===== src/rtl/assert_macros.svh =====
// ============================================================================
// Assertion macros
// Concurrent assertion wrappers shared by the relocation engine RTL.
// ============================================================================
`ifndef ASSERT_MACROS_SVH
`define ASSERT_MACROS_SVH

`ifndef SYNTHESIS
// Property must hold at every clock edge outside reset
`define ASSERT_ON(name, clk, rst_n, prop, msg) \
  name: assert property (@(posedge clk) disable iff (!rst_n) (prop)) else $error(msg);
// Expression must never be true outside reset
`define ASSERT_NEVER(name, clk, rst_n, expr, msg) \
  name: assert property (@(posedge clk) disable iff (!rst_n) !(expr)) else $error(msg);
`else
`define ASSERT_ON(name, clk, rst_n, prop, msg)
`define ASSERT_NEVER(name, clk, rst_n, expr, msg)
`endif

`endif


===== src/rtl/elfrel_pkg.sv =====
// ============================================================================
// elfrel_pkg
// Types, codes and sizes shared by the ELF64 RELA relocation engine.
// ============================================================================
`default_nettype none

package elfrel_pkg;

  // Table sizes
  localparam int SEG_SLOTS   = 8;
  localparam int SLOT_W      = $clog2(SEG_SLOTS);
  localparam int SYM_ENTRIES = 4096;
  localparam int SYM_IDX_W   = $clog2(SYM_ENTRIES);
  localparam int SYM_CNT_W   = 13;

  // Front to back queue, depth must be a power of two
  localparam int QUEUE_DEPTH = 2;
  localparam int QPTR_W      = $clog2(QUEUE_DEPTH);
  localparam int QCNT_W      = $clog2(QUEUE_DEPTH + 1);

  // Stream widths
  localparam int IN_DATA_W  = 528;
  localparam int IN_USER_W  = 2;
  localparam int OUT_DATA_W = 128;
  localparam int OUT_USER_W = 4;

  // Machines and relocation types
  localparam logic [15:0] MACH_X86_64      = 16'd62;
  localparam logic [15:0] MACH_AARCH64     = 16'd183;
  localparam logic [31:0] TYPE_AA_ABS64    = 32'd257;
  localparam logic [31:0] TYPE_AA_RELATIVE = 32'd1027;
  localparam logic [31:0] TYPE_X86_64      = 32'd1;
  localparam logic [31:0] TYPE_X86_RELATIVE = 32'd8;

  // Item opcodes
  typedef enum logic [1:0] {
    OP_LOAD_SEG = 2'd0,
    OP_LOAD_SYM = 2'd1,
    OP_APPLY    = 2'd2
  } op_e;

  // Configuration register indexes
  typedef enum logic [1:0] {
    CFG_MACHINE = 2'd0,
    CFG_IMAGE   = 2'd1,
    CFG_SYMCNT  = 2'd2
  } cfg_reg_e;

  // Result status codes
  typedef enum logic [2:0] {
    ST_WRITTEN  = 3'd0,
    ST_UNKNOWN  = 3'd1,
    ST_BADSYM   = 3'd2,
    ST_UNMAPPED = 3'd3,
    ST_BEYOND   = 3'd4,
    ST_LOADED   = 3'd5
  } status_e;

  // Command kinds after classification
  typedef enum logic [2:0] {
    CMD_SEG      = 3'd0,
    CMD_SYM      = 3'd1,
    CMD_DONE     = 3'd2,
    CMD_BAD_TYPE = 3'd3,
    CMD_BAD_SYM  = 3'd4,
    CMD_REL      = 3'd5,
    CMD_ABS      = 3'd6
  } cmd_e;

  typedef struct packed {
    logic [15:0]          machine_code;
    logic [30:0]          image_size;
    logic [SYM_CNT_W-1:0] symbol_count;
  } cfg_t;

  // One classified item; addr/arg carry segment virtual address and file offset for
  // segment loads, target address and addend for relocations
  typedef struct packed {
    cmd_e                 kind;
    logic [SLOT_W-1:0]    slot;
    logic [63:0]          addr;
    logic [63:0]          arg;
    logic [63:0]          fsize;
    logic [63:0]          msize;
    logic [SYM_IDX_W-1:0] sym_idx;
    logic [63:0]          sym_val;
  } cmd_t;

endpackage

`default_nettype wire


===== src/rtl/elfrel_front.sv =====
// ============================================================================
// elfrel_front
// Unpacks input items and classifies them into queue commands.
// ============================================================================
`default_nettype none

module elfrel_front import elfrel_pkg::*; (
  input  cfg_t                 cfg_i,
  input  logic                 s_valid_i,
  output logic                 s_ready_o,
  input  logic [IN_DATA_W-1:0] s_data_i,
  input  logic [IN_USER_W-1:0] s_user_i,
  input  logic                 q_full_i,
  output logic                 push_o,
  output cmd_t                 cmd_o
);

  logic [SLOT_W-1:0]    slot;
  logic [63:0]          seg_vaddr, seg_file_offset, seg_file_size, seg_mem_size;
  logic [SYM_IDX_W-1:0] sym_index;
  logic [63:0]          sym_value, rel_target_vaddr, rel_addend;
  logic [31:0]          rel_type, rel_symbol;
  logic                 is_rel, is_abs, bad_sym;
  logic [SYM_CNT_W-1:0] sym_limit;

  // Field unpack, lowest field first
  assign slot             = s_data_i[2:0];
  assign seg_vaddr        = s_data_i[66:3];
  assign seg_file_offset  = s_data_i[130:67];
  assign seg_file_size    = s_data_i[194:131];
  assign seg_mem_size     = s_data_i[258:195];
  assign sym_index        = s_data_i[270:259];
  assign sym_value        = s_data_i[334:271];
  assign rel_target_vaddr = s_data_i[398:335];
  assign rel_type         = s_data_i[430:399];
  assign rel_symbol       = s_data_i[462:431];
  assign rel_addend       = s_data_i[526:463];

  // Type resolution for the configured machine
  assign is_rel = ((cfg_i.machine_code == MACH_AARCH64) && (rel_type == TYPE_AA_RELATIVE)) ||
                  ((cfg_i.machine_code == MACH_X86_64) && (rel_type == TYPE_X86_RELATIVE));
  assign is_abs = ((cfg_i.machine_code == MACH_AARCH64) && (rel_type == TYPE_AA_ABS64)) ||
                  ((cfg_i.machine_code == MACH_X86_64) && (rel_type == TYPE_X86_64));

  // Symbol bound is the smaller of the count and the table size
  assign sym_limit = (cfg_i.symbol_count > SYM_CNT_W'(SYM_ENTRIES)) ?
                     SYM_CNT_W'(SYM_ENTRIES) : cfg_i.symbol_count;
  assign bad_sym   = (|rel_symbol[31:SYM_CNT_W]) ||
                     (rel_symbol[SYM_CNT_W-1:0] >= sym_limit);

  // Build the command
  always_comb begin
    cmd_o.slot    = slot;
    cmd_o.fsize   = seg_file_size;
    cmd_o.msize   = seg_mem_size;
    cmd_o.sym_val = sym_value;
    cmd_o.addr    = rel_target_vaddr;
    cmd_o.arg     = rel_addend;
    cmd_o.sym_idx = rel_symbol[SYM_IDX_W-1:0];
    unique case (op_e'(s_user_i))
      OP_LOAD_SEG: begin
        cmd_o.kind = CMD_SEG;
        cmd_o.addr = seg_vaddr;
        cmd_o.arg  = seg_file_offset;
      end
      OP_LOAD_SYM: begin
        cmd_o.kind    = CMD_SYM;
        cmd_o.sym_idx = sym_index;
      end
      OP_APPLY: begin
        if (is_rel) begin
          cmd_o.kind = CMD_REL;
        end else if (!is_abs) begin
          cmd_o.kind = CMD_BAD_TYPE;
        end else if (bad_sym) begin
          cmd_o.kind = CMD_BAD_SYM;
        end else begin
          cmd_o.kind = CMD_ABS;
        end
      end
      default: cmd_o.kind = CMD_DONE;
    endcase
  end

  assign s_ready_o = !q_full_i;
  assign push_o    = s_valid_i && !q_full_i;

endmodule

`default_nettype wire


===== config.mk =====
export PLATFORM = sky130hd
export DESIGN_NAME = elfrel_front
export DESIGN_NICKNAME = d
export VERILOG_FILES = /design/src/rtl/assert_macros.svh /design/src/rtl/elfrel_pkg.sv /design/src/rtl/elfrel_front.sv
export SDC_FILE = /design/constraint.sdc
export NUM_CORES = 1
export LEC_CHECK = 0
export BUFFER_PORTS_ARGS = -buffer_cell sky130_fd_sc_hd__buf_2
export CAP_MARGIN = 10
export CORE_AREA = 4 4 364 366
export DETAILED_ROUTE_END_ITERATION = 8
export DIE_AREA = 0 0 368 370
export SYNTH_ARGS = -nofsm -noshare
export SYNTH_HDL_FRONTEND = slang
export SYNTH_SLANG_ARGS = --single-unit

===== constraint.sdc =====
create_clock -name vclk -period 2
set_clock_uncertainty 0.1 [all_clocks]
set_input_delay 0.1 -clock vclk [all_inputs]
set_output_delay 0.1 -clock vclk [all_outputs]
set_load 0.1 [all_outputs]

==> flow_metrics.py <==
metrics = {
    "pwr": {
        "p_per_area_mw_per_mm2": 408,
        "p_leak_nw": 3.28,
        "max-vdd-ir-drop_mv": 0.128,
        "p_total_w": 0.00338,
    },
    "setup_path": {
        "startpoint_type": "input port",
        "crit_buf_inv": 5,
        "path_cells": "buf_8 -> inv_4 -> buf_6 -> nand2_4 -> ha_4 -> and3_4 -> a221o_1 -> a211oi_2 -> o21ai_1 -> buf_4 -> a21oi_4 -> buf_12",
        "cp.arrival_ps": 1920,
        "crit_required_ps": 1800,
        "endpoint_kind": "output port",
        "path_class": "input port to output port",
        "crit_family": "compound AO/OA/AOI/OAI gates",
        "worstPathMaxFanout": 5,
        "slowest_stage": "a221o_1",
        "slowest_delay_ps": 330,
    },
    "synth": {
        "synth_most_common_cell": "buf_4",
        "ys_top_cells_by_count": "195 x buf_4, 138 x mux2_2, 15 x nand2_1, 13 x ha_1",
        "yosysWarnings": 0,
        "synth_cell_types": 33,
        "syn_inst": 438,
        "syn_area_mm2": 0.00373,
        "ys_top_cells_by_area": "mux2_2 42%, buf_4 39%, ha_1 4.4%",
        "yosysTopAreaCellShare": 0.416,
        "yosys.area.top_type": "mux2_2",
        "syn_avg_cell_area_um2": 8.52,
        "synth_seq_area_share": 0,
        "syn-num-nets": 1043,
    },
    "detailed_routing": {
        "viasPerCell": 1.98,
        "wl_mm": 67.9,
        "drtPass1Iterations": 4,
        "first_iter_violations": 163,
        "vias": 4998,
        "drc": 0,
        "wl_per_cell_um": 27.0,
        "ant_nets": 0,
    },
    "status": {
        "status": "finished, violations left",
        "violations": "setup timing",
    },
    "sta": {
        "hold_slack_ps": 100,
        "fin_ws_ps": -116,
        "fin_crit_sh": 1.06,
        "finalHoldViolCount": 0,
        "min_period_ps": 2120,
        "slew_headroom": 0.606,
        "finalSetupViolations": 2,
        "fmax_mhz": 472,
        "worstMarginPinSlew_ps": 595,
        "drv_slew": 0,
        "rsz0062_at_grt": "true",
    },
    "floorplan": {
        "rows": 132,
        "die_h_um": 370,
        "die_x_um": 368,
        "core_area_mm2": 0.129,
        "die-area_mm2": 0.136,
        "pin_count": 932,
        "initial_utilization": 0.0289,
    },
    "grt": {
        "grt_antenna_before_repair": 104,
        "grt_overflow": 0,
        "grt_max_degree": 26,
        "grt.total_usage": 0.0942,
        "grt_pass1_vias": 5185,
        "grt_pass1_wl_mm": 79.0,
    },
    "flow_run": {
        "drv_cap": 0,
    },
    "layout": {
        "fillers": 15300,
        "clkbuf_count": 0,
        "drive_above_1_share": 0.916,
        "design.seq.count": 0,
        "area_growth_pct": 122,
        "final_area_mm2": 0.00828,
        "seq_area_um2": 0,
        "final_core_util": 0.0641,
        "fin_nets": 1371,
        "fin_cells": 2518,
    },
    "clock_network": {
        "hold_buffers": 0,
    },
    "placement": {
        "port-buffer-count": 510,
        "place_congestion": 0.729,
        "hpwl_mm": 65.2,
        "dpl.cell_count": 2504,
        "postPlaceCellArea_mm2": 0.00809,
    },
    "hold_path": {
        "min_path_type": "input port to output port",
    },
}
[placed cells by master, fill, tap and decap left out, types with 2 or more instances in the layout]
master      n
mux2_2    138
nand2_1    11
nor2_1      2
a21o_1      2
or4_4       3
o21ai_1     4
buf_4      19
nand3_1     2
buf_12     64
nand2b_1    2
buf_2     450
nand4_1     4
diode_2    12
and4_1      2
nor2b_1     3
ha_4        5
nand2_2     3
inv_1       3
ha_1        8
nor4_1     11
buf_6       4
[logic make-up (layout without fill, tap and decap cells)]
kind of cell    after synthesis  count (layout)  synth area share
fa+ha+maj                    13              13            0.0436
buf+inv                     216             542             0.417
simple gates                 55              55            0.0925
other cells                   0              12                 0
compound gates               15              15            0.0275
mux                         139             139             0.419
[layer usage]
| layer | vias to the layer above | part of all wire | track usage |
|---|---|---|---|
| met3 | 228 | 0.17 | 0.0672 |
| met4 | 16 | 0.027 | 0.0115 |
| met1 | 2072 | 0.37 | 0.106 |
| li1 | 2010 | - | - |
| met2 | 672 | 0.43 | 0.149 |
| met5 | - | 0.0015 | 0.00107 |
[per-stage QoR]
step           setup TNS [ps]  setup slack [ps]
2_1_floorplan            -663              -346
3_3_place_gp             -723              -528
3_5_place_dp             -929              -626
4_1_cts                  -249              -144
5_1_grt                  -327              -208
6_report                 -171              -116
[where the power goes]
group,internal [W],switching (W)
clock network,0.000000000877,0
logic,0.000983,0.00239
registers,0,0
total,0.000983,0.00239
[area by class of cell]
cell class         count  area [um^2]  share of cell area
well taps           1742         2180               0.263
inverters              4         17.5             0.00212
repair buffers       538         3740               0.451
multi-input cells    222         2320               0.280
diodes                12         30.0             0.00363
[path summary, 6_finish.rpt]
kind	from	endpoint	cells after the start
worst max-delay path	cfg_i[12]	cmd_o[336]	12
worst min-delay path	s_data_i[221]	cmd_o[102]	0
[timing repair]
item / 4_1_cts / 5_1_grt
resized for setup: 26 / 4
endpoints found under the setup margin: 3 / 3
endpoints found under the hold margin: 0 / 0
pin swaps: 9 / 4
buffers inserted: 1 / 1
(Power assumes the default switching activity.)
