## config.mk

```make
export PLATFORM = sky130hd
export DESIGN_NAME = elfrel_queue
export DESIGN_NICKNAME = d
export VERILOG_FILES = /design/src/rtl/assert_macros.svh /design/src/rtl/elfrel_pkg.sv /design/src/rtl/elfrel_queue.sv
export SDC_FILE = /design/constraint.sdc
export NUM_CORES = 1
export LEC_CHECK = 0
export BUFFER_PORTS_ARGS = -buffer_cell sky130_fd_sc_hd__buf_4
export CAP_MARGIN = 10
export CORE_ASPECT_RATIO = 1.25
export CORE_UTILIZATION = 34
export DETAILED_ROUTE_END_ITERATION = 8
export SYNTH_ARGS = -nofsm -noshare
export SYNTH_HDL_FRONTEND = slang
export SYNTH_SLANG_ARGS = --single-unit
```

## constraint.sdc

```tcl
create_clock -name clk_i -period 22.3 [get_ports clk_i]
set_clock_uncertainty 0.05 [all_clocks]
set_input_delay 2.23 -clock clk_i [delete_from_list [all_inputs] [get_ports clk_i]]
set_output_delay 2.23 -clock clk_i [all_outputs]
set_load 0.01 [all_outputs]
```

## src/rtl/assert_macros.svh

```systemverilog
// ============================================================================
// Assertion macros
// Concurrent assertion wrappers shared by the relocation engine RTL.
// ============================================================================
`ifndef ASSERT_MACROS_SVH
`define ASSERT_MACROS_SVH

`ifndef SYNTHESIS
// Property must hold at every clock edge outside reset
`define ASSERT_ON(name, clk, rst_n, prop, msg) \
  name: assert property (@(posedge clk) disable iff (!rst_n) (prop)) else $error(msg);
// Expression must never be true outside reset
`define ASSERT_NEVER(name, clk, rst_n, expr, msg) \
  name: assert property (@(posedge clk) disable iff (!rst_n) !(expr)) else $error(msg);
`else
`define ASSERT_ON(name, clk, rst_n, prop, msg)
`define ASSERT_NEVER(name, clk, rst_n, expr, msg)
`endif

`endif

```

## src/rtl/elfrel_pkg.sv

```systemverilog
// ============================================================================
// elfrel_pkg
// Types, codes and sizes shared by the ELF64 RELA relocation engine.
// ============================================================================
`default_nettype none

package elfrel_pkg;

  // Table sizes
  localparam int SEG_SLOTS   = 8;
  localparam int SLOT_W      = $clog2(SEG_SLOTS);
  localparam int SYM_ENTRIES = 4096;
  localparam int SYM_IDX_W   = $clog2(SYM_ENTRIES);
  localparam int SYM_CNT_W   = 13;

  // Front to back queue, depth must be a power of two
  localparam int QUEUE_DEPTH = 2;
  localparam int QPTR_W      = $clog2(QUEUE_DEPTH);
  localparam int QCNT_W      = $clog2(QUEUE_DEPTH + 1);

  // Stream widths
  localparam int IN_DATA_W  = 528;
  localparam int IN_USER_W  = 2;
  localparam int OUT_DATA_W = 128;
  localparam int OUT_USER_W = 4;

  // Machines and relocation types
  localparam logic [15:0] MACH_X86_64      = 16'd62;
  localparam logic [15:0] MACH_AARCH64     = 16'd183;
  localparam logic [31:0] TYPE_AA_ABS64    = 32'd257;
  localparam logic [31:0] TYPE_AA_RELATIVE = 32'd1027;
  localparam logic [31:0] TYPE_X86_64      = 32'd1;
  localparam logic [31:0] TYPE_X86_RELATIVE = 32'd8;

  // Item opcodes
  typedef enum logic [1:0] {
    OP_LOAD_SEG = 2'd0,
    OP_LOAD_SYM = 2'd1,
    OP_APPLY    = 2'd2
  } op_e;

  // Configuration register indexes
  typedef enum logic [1:0] {
    CFG_MACHINE = 2'd0,
    CFG_IMAGE   = 2'd1,
    CFG_SYMCNT  = 2'd2
  } cfg_reg_e;

  // Result status codes
  typedef enum logic [2:0] {
    ST_WRITTEN  = 3'd0,
    ST_UNKNOWN  = 3'd1,
    ST_BADSYM   = 3'd2,
    ST_UNMAPPED = 3'd3,
    ST_BEYOND   = 3'd4,
    ST_LOADED   = 3'd5
  } status_e;

  // Command kinds after classification
  typedef enum logic [2:0] {
    CMD_SEG      = 3'd0,
    CMD_SYM      = 3'd1,
    CMD_DONE     = 3'd2,
    CMD_BAD_TYPE = 3'd3,
    CMD_BAD_SYM  = 3'd4,
    CMD_REL      = 3'd5,
    CMD_ABS      = 3'd6
  } cmd_e;

  typedef struct packed {
    logic [15:0]          machine_code;
    logic [30:0]          image_size;
    logic [SYM_CNT_W-1:0] symbol_count;
  } cfg_t;

  // One classified item; addr/arg carry segment virtual address and file offset for
  // segment loads, target address and addend for relocations
  typedef struct packed {
    cmd_e                 kind;
    logic [SLOT_W-1:0]    slot;
    logic [63:0]          addr;
    logic [63:0]          arg;
    logic [63:0]          fsize;
    logic [63:0]          msize;
    logic [SYM_IDX_W-1:0] sym_idx;
    logic [63:0]          sym_val;
  } cmd_t;

endpackage

`default_nettype wire

```

## src/rtl/elfrel_queue.sv

```systemverilog
// ============================================================================
// elfrel_queue
// Short command queue between the classifier and the execution pipeline.
// ============================================================================
`default_nettype none

module elfrel_queue import elfrel_pkg::*; (
  input  logic clk_i,
  input  logic rst_ni,
  input  logic push_i,
  input  cmd_t cmd_i,
  output logic full_o,
  input  logic pop_i,
  output logic valid_o,
  output cmd_t head_o
);

  cmd_t              entry_q [QUEUE_DEPTH];
  logic [QPTR_W-1:0] wr_ptr_q, rd_ptr_q;
  logic [QCNT_W-1:0] count_q;

  // Pointers and fill level
  always_ff @(posedge clk_i or negedge rst_ni) begin
    if (!rst_ni) begin
      wr_ptr_q <= '0;
      rd_ptr_q <= '0;
      count_q  <= '0;
    end else begin
      if (push_i) begin
        wr_ptr_q <= wr_ptr_q + QPTR_W'(1);
      end
      if (pop_i) begin
        rd_ptr_q <= rd_ptr_q + QPTR_W'(1);
      end
      if (push_i && !pop_i) begin
        count_q <= count_q + QCNT_W'(1);
      end else if (pop_i && !push_i) begin
        count_q <= count_q - QCNT_W'(1);
      end
    end
  end

  // Entry storage
  always_ff @(posedge clk_i) begin
    if (push_i) begin
      entry_q[wr_ptr_q] <= cmd_i;
    end
  end

  assign full_o  = (count_q == QCNT_W'(QUEUE_DEPTH));
  assign valid_o = (count_q != '0);
  assign head_o  = entry_q[rd_ptr_q];

endmodule

`default_nettype wire

```

==> flow_metrics.py, run 1 <==
metrics = {
    "synthesis": {
        "synthTopCellsByCount": "676 x edfxtp_1, 303 x mux2_4, 35 x mux2_2, 23 x buf_6, 11 x buf_8",
        "synth.distinct_cells": 16,
        "async_flop_share_pct": 0.5882,
        "avgSynthCellArea_sq_um": 24.26,
        "ys.flop_type": "edfxtp_1",
        "synth_edf_count": 676,
        "ys_warn_count": 0,
        "syn_inst": 1068,
        "yosysTopAreaCellShare_pct": 78.36,
        "synth_most_common_cell": "edfxtp_1",
        "yosysSeqAreaShare_pct": 78.74,
        "synth_top_area_cell": "edfxtp_1",
        "synth_fp_nets": 1411,
        "ys_seq_elements": 680,
        "synth_area_sq_um": 25910,
        "synth_area_leaders": "edfxtp_1 78%, mux2_4 18%, mux2_2 1.5%",
    },
    "clock_network": {
        "cts_tree": "yes",
        "cts_made_buffers": 70,
        "clock_sinks": 680,
        "path_clk_slew_ps": 60,
        "post-cts-setup-buffers": 0,
        "cts.htree.levels": 3,
        "cts_root_buffer": "clkbuf_16",
        "clockBufferDepth": 3,
        "cts_resized": 0,
        "ctsHoldBuffers": 0,
        "clock_latency_ps": 610,
    },
    "setup_path": {
        "worstSetupPathType": "reg2out",
        "cp-startpoint": "rd_ptr_q$_DFFE_PN0P_",
        "cp_data_arrival_time_ps": 5520,
        "endpoint_kind": "output pin",
        "path_max_fanout": 54,
        "r2r-start": "wr_ptr_q$_DFFE_PN0P_",
        "worst_ep_required_time_ps": 20020,
        "cp-start-kind": "flop",
    },
    "min_path": {
        "min-delay-start": "count_q[1]$_DFFE_PN0P_",
        "hold_path.class": "reg2reg",
    },
    "finish": {
        "fin_util_pct": 45.38,
        "nFillCells": 6408,
        "area_growth_pct": 31.34,
        "regArea_sq_um": 20400,
        "fin_nets": 2140,
        "final_layout_size_suffix_gt1_share_pct": 60.83,
        "multi_input_area_sq_um": 5039,
    },
    "die": {
        "top_level_ports": 682,
        "coreArea_sq_um": 74970,
        "dieHeight_um": 310.6,
        "start_util_pct": 34.55,
        "die_width_um": 248.9,
        "dieArea_sq_um": 77310,
        "fp-row-count": 112,
    },
    "sta": {
        "fin_crit_ps": 7800,
        "timing.fmax_mhz": 128.2,
        "slew_headroom_pct": 29.86,
        "finalMaxSlewViolations": 0,
        "final_hold_viol_count": 0,
        "setup_tns_ps": 0,
        "finalSetupViolations": 0,
        "min_period_over_period_pct": 34.98,
        "grt_setup_unrepaired": "no",
        "tightest_slew_ps": 1050,
    },
    "placement": {
        "place_hpwl_mm": 42.15,
        "portBuffers": 681,
        "place.gp.congestion": 0.8475,
    },
    "power_and_ir_drop": {
        "ir_drop_mv": 0.08222,
        "power_leakage_nw": 13.45,
        "powerDensity_nw_per_um2": 127.9,
    },
    "route": {
        "via_per_inst": 4.517,
        "drt_iter0_drc": 622,
        "dr.pass1.iters": 4,
        "drtAntennaViolNets": 0,
        "drt_drc_violations_left": 0,
        "vias": 12750,
        "route.detailed.wl_per_inst_um": 21.42,
        "wl_mm": 60.46,
    },
    "global_route": {
        "grt.total_usage_pct": 15.20,
        "grt_overflow": 0,
        "grt_pass1_wl_mm": 87.55,
        "grt_pass1_vias": 13900,
        "antenna_found_initial": 5,
        "grt_max_degree": 111,
    },
    "outcome": {
        "outcome": "finished, final reports clean",
    },
    "flow_run": {
        "cap_violations": 0,
    },
}
==> layout by cell type, fill, tap and decap left out, drive strengths merged, types with 2 or more instances in the layout <==
cell	n
mux2	338
dfrtp	4
diode	2
clkinvlp	2
nor2b	2
clkinv	27
xor2	4
inv	4
clkbuf	91
bufinv	3
edfxtp	676
buf	695
==> per-layer routing <==
metal	GRT usage [%]	routed length, um	share of wire (%)	vias up
li1	-	-	-	5729
met2	26.99	31210	52	549
met4	6.578	1859	3.1	6
met5	0	46	0.076	-
met3	6.659	6090	10	95
met1	15.33	21250	35	6368
==> final timing paths <==
path | cells after the start | end | slack, ps
min reg2reg | 1 | count_q[1]$_DFFE_PN0P_ | 420
max reg2reg | 4 | entry_q[0][11]$_DFFE_PP_ | 18130
max in group asynchronous | 1 | rd_ptr_q$_DFFE_PN0P_ | 20730
min in group asynchronous | 1 | wr_ptr_q$_DFFE_PN0P_ | 1360
min | 1 | count_q[1]$_DFFE_PN0P_ | 420
max | 6 | head_o[2] | 14500
==> cell families (layout without fill, tap and decap cells) <==
family,after synthesis,count (layout),synth area share (%)
xor+xnor,5,5,0.1690
fa+ha+maj,1,1,0.04829
buf+inv,39,822,1.845
flops,680,680,78.74
mux,338,338,19.08
other cells,0,2,0
simple gates,5,5,0.1111
==> worst max-delay path, cell delays in order, from the launching register on <==
cell     delay [ps]
dfrtp_4         970
buf_4           820
buf_4           780
buf_4           750
buf_4           870
mux2_4          360
buf_4           150
==> state kept, by name, summed over array words and instances, names as in the netlist <==
register and count:
count_q 2, rd_ptr_q 1, entry_q 676, wr_ptr_q 1
==> power by group <==
group	switching (mW)	internal (mW)
clock	0.467	0.628
combinational	0.681	0.791
sequential	0.0842	1.70
total	1.23	3.12
==> per-stage QoR <==
stage	setup slack (ps)	std cells	hold WS [ps]	cell area, sq um	total power [mW]
2_1_floorplan	4417	1068	397.4	25910	2.829
4_1_cts	14460	2820	425.1	34020	4.414
3_5_place_dp	15150	2694	413.6	31890	3.302
5_1_grt	14280	2822	445.7	34030	4.536
6_report	14500	2822	424.9	34030	4.351
3_3_place_gp	15250	2694	413.2	31890	3.286
==> layout make-up <==
cell class	count	share of cell area (%)
multi-input combinational	349	14.81
clock inverter	35	0.7612
tap	969	3.563
sequential	680	59.97
antenna	2	0.01471
inverter	1	0.01103
timing repair buffer	695	15.37
clock buffer	91	5.505
Power figures use the tool's default switching activity.
==> run 2, diff against run 1 <==
--- a/config.mk
+++ b/config.mk
@@ -5,6 +5,7 @@
 export SDC_FILE = /design/constraint.sdc
 export NUM_CORES = 1
 export LEC_CHECK = 0
+export ABC_AREA = 1
 export BUFFER_PORTS_ARGS = -buffer_cell sky130_fd_sc_hd__buf_4
 export CAP_MARGIN = 10
 export CORE_ASPECT_RATIO = 1.25
==> constraint.sdc (replaced) <==
create_clock -name clk_i -period 6.45 [get_ports clk_i]
set_clock_uncertainty 0.05 [all_clocks]
set_input_delay 0.645 -clock clk_i [delete_from_list [all_inputs] [get_ports clk_i]]
set_output_delay 0.645 -clock clk_i [all_outputs]
set_load 0.01 [all_outputs]
==> flow_metrics.py, run 2 <==
metrics = {
    "power_and_ir_drop": {
        "powerDensity_nw_per_um2": 440.3,
        "power_leakage_nw": 13.46,
        "total_power_mw": 15.00,
        "ir_drop_mv": 0.2851,
    },
    "sta": {
        "finalMaxSlewViolations": 0,
        "tightest_slew_ps": 1354,
        "final_hold_viol_count": 0,
        "setup_slack_ps": 2798,
        "whs_ps": 166.9,
        "setup_tns_ps": 0,
        "min_period_over_period_pct": 56.62,
        "timing.fmax_mhz": 273.8,
        "slew_headroom_pct": 9.755,
        "fin_crit_ps": 3652,
        "grt_setup_unrepaired": "no",
        "finalSetupViolations": 0,
    },
    "clock_network": {
        "ctsHoldBuffers": 1,
        "cts.htree.levels": 3,
        "cts_resized": 0,
        "path_clk_slew_ps": 60,
        "cts_tree": "yes",
        "clock_latency_ps": 610,
        "clock_sinks": 680,
        "cts_root_buffer": "clkbuf_16",
        "cts_made_buffers": 70,
        "clockBufferDepth": 3,
        "post-cts-setup-buffers": 0,
    },
    "route": {
        "drt_iter0_drc": 657,
        "via_per_inst": 4.505,
        "dr.pass1.iters": 5,
        "drtAntennaViolNets": 0,
        "drt_drc_violations_left": 0,
        "vias": 12750,
        "route.detailed.wl_per_inst_um": 20.94,
        "wl_mm": 59.27,
    },
    "die": {
        "dieHeight_um": 310.7,
        "dieArea_sq_um": 77360,
        "die_width_um": 249.0,
        "fp-row-count": 112,
        "top_level_ports": 682,
        "coreArea_sq_um": 75110,
        "start_util_pct": 34.51,
    },
    "global_route": {
        "antenna_found_initial": 5,
        "use_met1_pct": 15.78,
        "grt_pass1_vias": 13770,
        "grt_pass1_wl_mm": 86.40,
        "grt_max_degree": 165,
        "grt_use_met2_pct": 25.57,
        "grtUsageMet3_pct": 6.759,
        "grt_overflow": 0,
        "grt.total_usage_pct": 14.91,
        "top_usage_layer": "met2",
    },
    "placement": {
        "place_area_sq_um": 31940,
        "place.gp.congestion": 0.7874,
        "portBuffers": 681,
        "place_hpwl_mm": 40.39,
        "dp_slack_ps": 3405,
    },
    "finish": {
        "design_area_sq_um": 34070,
        "nFillCells": 6472,
        "final_layout_size_suffix_gt1_share_pct": 60.41,
        "area_growth_pct": 31.43,
        "fin_nets": 2146,
        "mostFrequentLayoutCells": "685 x buf_4, 676 x edfxtp_1, 303 x mux2_4",
        "largest_reg_flops": 676,
        "largestRegisters": "entry_q (676), count_q (2)",
        "regMostFlops": "entry_q",
        "final_common_cell": "buf_4",
    },
    "setup_path": {
        "endpoint_kind": "output pin",
        "path_max_fanout": 120,
        "slowest_stage": "dfrtp_4",
        "cp_data_arrival_time_ps": 2960,
        "worst_ep_required_time_ps": 5750,
        "cpPeakStageDelay_ps": 930,
        "cp_cell_sequence": "buf_12 > mux2_4 > buf_4",
        "worstSetupPathType": "reg2out",
        "r2r_setup_slack_ps": 3700,
        "cp-start-kind": "flop",
    },
    "synthesis": {
        "synth_area_leaders": "edfxtp_1 78%, mux2_4 18%, mux2_2 1.5%",
        "synth.distinct_cells": 16,
        "synth_most_common_cell": "edfxtp_1",
        "synth_edf_count": 676,
        "async_flop_share_pct": 0.5882,
        "synth_compound_area_share_pct": 0,
        "yosysSeqAreaShare_pct": 78.69,
        "muxShareOfSynthArea_pct": 19.07,
        "syn_inst": 1077,
        "ys_seq_elements": 680,
        "synth_xor_area_share_pct": 0.1014,
        "synth-adder-area-share_pct": 0.04826,
        "synth_fp_nets": 1420,
        "synthSimpleGateAreaFrac_pct": 0.1593,
        "ys.flop_type": "edfxtp_1",
        "ys_warn_count": 0,
        "avgSynthCellArea_sq_um": 24.07,
        "synth_top_area_cell": "edfxtp_1",
        "synth_top_family_by_area": "multiplexers",
        "synth_area_sq_um": 25920,
        "synthTopCellsByCount": "676 x edfxtp_1, 303 x mux2_4, 35 x mux2_2, 23 x buf_6, 11 x buf_8",
        "yosysTopAreaCellShare_pct": 78.30,
    },
    "flow_run": {
        "cap_violations": 0,
    },
    "outcome": {
        "outcome": "finished, final reports clean",
    },
    "min_path": {
        "hold_path.class": "in2reg",
    },
}
[run 2: logic make-up after synthesis]
logic type,count (synthesis)
XOR/XNOR,3
adder cells (fa/ha/maj),1
buffers and inverters,45
flip-flops,680
multiplexers,338
AND/OR/NAND/NOR,10
[run 2: worst paths after layout]
kind,from,to,cells past startpoint
max,rd_ptr_q$_DFFE_PN0P_,head_o[28],3
min in group asynchronous,rst_ni,wr_ptr_q$_DFFE_PN0P_,2
max in group asynchronous,rst_ni,rd_ptr_q$_DFFE_PN0P_,2
min reg2reg,count_q[1]$_DFFE_PN0P_,count_q[1]$_DFFE_PN0P_,2
min,cmd_i[171],entry_q[0][171]$_DFFE_PP_,1
max reg2reg,wr_ptr_q$_DFFE_PN0P_,entry_q[1][98]$_DFFE_PP_,3
[run 2: worst max-delay path: cells and delay by family (launching register included)]
kind | cells | cell delay, ps
flops | 1 | 930
mux | 1 | 360
buf+inv | 2 | 830
[run 2: per-stage QoR]
stage / cells / utilization [%]
2_1_floorplan: 1077 / -
3_3_place_gp: 2699 / 42.52
3_5_place_dp: 2699 / 42.52
4_1_cts: 2828 / 45.35
5_1_grt: 2830 / 45.36
6_report: 2831 / 45.36
[run 2: metal layers]
layer | wire [um] | part of all wire (%)
met5 | 22 | 0.037
met1 | 21400 | 36
met3 | 6515 | 11
met4 | 1886 | 3.2
met2 | 29450 | 50
[run 2: area by class of cell]
cell class / instances / area [sq um] / area share, %
Antenna cell: 3 / 7.507 / 0.02203
Clock buffer: 85 / 1829 / 5.369
Clock inverter: 43 / 285.3 / 0.8373
Inverter: 7 / 30.03 / 0.08813
Multi-Input combinational cell: 352 / 5031 / 14.77
Sequential cell: 680 / 20400 / 59.88
Tap cell: 969 / 1212 / 3.558
Timing Repair Buffer: 692 / 5273 / 15.48
[run 2: where the power goes]
group	switching (mW)	internal [mW]	leakage [nW]
clock	1.67	2.08	1.02
combinational	2.37	2.74	6.05
sequential	0.270	5.88	6.39
total	4.30	10.7	13.5
==> run 3, diff against run 2 <==
==> constraint.sdc (replaced) <==
create_clock -name clk_i -period 3.2 [get_ports clk_i]
set_clock_uncertainty 0.05 [all_clocks]
set_input_delay 0.32 -clock clk_i [delete_from_list [all_inputs] [get_ports clk_i]]
set_output_delay 0.32 -clock clk_i [all_outputs]
set_load 0.01 [all_outputs]
==> flow_metrics.py, run 3 (synthesis gave the netlist of run 2 again) <==
metrics = {
    "outcome": {
        "outcome": "finished, final reports clean",
    },
    "setup_path": {
        "r2r-start": "wr_ptr_q$_DFFE_PN0P_",
        "cpPeakStageDelay_ps": 490,
        "path_max_fanout": 26,
        "r2r-end": "entry_q[1][210]$_DFFE_PP_",
        "crit_top_cell": "buf_4",
        "cp-start-kind": "flop",
        "endpoint_kind": "output pin",
        "worstSetupPathType": "reg2out",
        "worst_ep_required_time_ps": 2830,
        "cp_cell_sequence": "buf_4 > buf_4 > mux2_2 > buf_4",
        "reg2reg_depth": 3,
        "cp_data_arrival_time_ps": 2350,
        "r2r_setup_slack_ps": 1370,
        "slowest_stage": "dfrtp_4",
    },
    "placement": {
        "place.gp.congestion": 0.7780,
        "place_area_sq_um": 32090,
        "placedCellCount": 2709,
        "place_hpwl_mm": 41.35,
        "portBuffers": 681,
    },
    "finish": {
        "largest_reg_flops": 676,
        "final_common_cell": "buf_4",
        "regMostFlops": "entry_q",
        "area_growth_pct": 46.07,
        "final_layout_size_suffix_gt1_share_pct": 52.17,
        "final_cells": 3180,
        "largestRegisters": "entry_q (676), count_q (2)",
        "fin_nets": 2497,
        "design_area_sq_um": 37870,
        "mostFrequentLayoutCells": "689 x buf_4, 676 x edfxtp_1, 341 x dlygate4sd3_1",
        "fin_util_pct": 50.41,
        "nFillCells": 6053,
    },
    "power_and_ir_drop": {
        "power_leakage_nw": 15.10,
        "p_switching_mw": 8.907,
        "p_comb_share_pct": 35.0,
        "internal_power_mw": 22.66,
        "sw_frac_of_total_pct": 28.22,
        "p_seq_share_pct": 38.8,
        "clkPwrFrac_pct": 26.3,
        "ir_drop_mv": 0.6145,
        "powerDensity_nw_per_um2": 833.5,
    },
    "die": {
        "top_level_ports": 682,
        "start_util_pct": 34.51,
        "dieArea_sq_um": 77360,
        "fp-row-count": 112,
        "die_width_um": 249.0,
        "dieHeight_um": 310.7,
        "coreArea_sq_um": 75110,
    },
    "route": {
        "route.detailed.wl_per_inst_um": 19.65,
        "wl_mm": 62.48,
        "drtAntennaViolNets": 0,
        "vias": 14010,
        "drt_drc_violations_left": 0,
        "via_per_inst": 4.406,
        "drt_iter0_drc": 685,
        "dr.pass1.iters": 4,
    },
    "clock_network": {
        "cts_resized": 0,
        "clockBufferDepth": 3,
        "path_clk_slew_ps": 60,
        "cts.htree.levels": 3,
        "cts_made_buffers": 71,
        "clock_sinks": 680,
        "clock_latency_ps": 590,
        "cts_tree": "yes",
        "cts_root_buffer": "clkbuf_16",
    },
    "sta": {
        "tightest_slew_ps": 843.6,
        "grt_setup_unrepaired": "no",
        "final_hold_viol_count": 0,
        "whs_ps": 94.92,
        "min_period_over_period_pct": 85.04,
        "timing.fmax_mhz": 367.5,
        "fin_crit_ps": 2721,
        "slew_headroom_pct": 43.76,
        "finalSetupViolations": 0,
        "finalMaxSlewViolations": 0,
    },
    "global_route": {
        "grt_max_degree": 122,
        "grt_pass1_vias": 15590,
        "grt.total_usage_pct": 15.75,
        "antenna_found_initial": 5,
        "grt_pass1_wl_mm": 92.45,
        "grt_overflow": 0,
    },
    "flow_run": {
        "cap_violations": 0,
    },
    "min_path": {
        "hold_path.class": "in2async",
    },
}
## run 3: changes by cell type in the layout (fill, tap and decap cells not counted), sizes merged
cell,previous run,this run
buf,691,701
bufinv,1,8
clkbuf,85,81
clkinv,34,32
diode,3,1
dlygate4sd3,1,341
## run 3: cell type report
type                       instances  area, sq um  share of cell area [%]
clock inverter                    48        460.4                   1.216
timing repair buffer            1042         8826                   23.31
antenna                            1        2.502                0.006608
sequential                       680        20400                   53.88
clock buffer                      81         1899                   5.016
inverter                           7        30.03                 0.07930
multi-input combinational        352         5034                   13.29
tap                              969         1212                   3.202
## run 3: worst max-delay path by stage
stage	from	endpoint	slack, ps	cells past startpoint
after floorplan	wr_ptr_q$_DFFE_PN0P_	entry_q[1][0]$_DFFE_PP_	-2810	2
after detailed placement	rd_ptr_q$_DFFE_PN0P_	head_o[308]	1110	4
after global placement	rd_ptr_q$_DFFE_PN0P_	head_o[322]	1140	4
after global routing	rd_ptr_q$_DFFE_PN0P_	head_o[300]	370	4
after CTS	rd_ptr_q$_DFFE_PN0P_	head_o[308]	440	4
final	rd_ptr_q$_DFFE_PN0P_	head_o[300]	480	4
## run 3: power by group through the flow
| stage | Clock (mW) | Sequential [mW] | Combinational (mW) |
|---|---|---|---|
| final | 8.30 | 12.2 | 11.0 |
| after floorplan | 0 | 12.6 | 6.53 |
| after CTS | 8.56 | 12.2 | 11.2 |
| after global routing | 8.87 | 12.4 | 11.6 |
| after global placement | 0 | 12.3 | 10.7 |
| after detailed placement | 0 | 12.4 | 10.8 |
## run 3: layer usage
metal	share of wire, %	routed length [um]	GRT usage (%)
met5	0.077	48	0
met4	2.8	1746	5.717
met3	8.9	5555	6.123
met2	51	31780	27.97
met1	37	23350	16.85
## run 3: through the flow
step           setup WS, ps  setup TNS (ps)  total power [mW]
5_1_grt               373.6               0             32.86
6_report              478.8               0             31.56
4_1_cts               437.6               0             31.98
3_5_place_dp           1112               0             23.20
3_3_place_gp           1138               0             23.08
2_1_floorplan         -2808        -1867070             19.17
## run 3: what timing repair did
item,in CTS,in global routing
endpoints found under the hold margin,682,0
hold buffers,341,0
buffers inserted,0,0
## run 3: critical path, delay by kind of cell (launching register included)
kind / cells / cell delay [ps]
buffers and inverters: 3 / 840
flip-flops: 1 / 490
multiplexers: 1 / 410
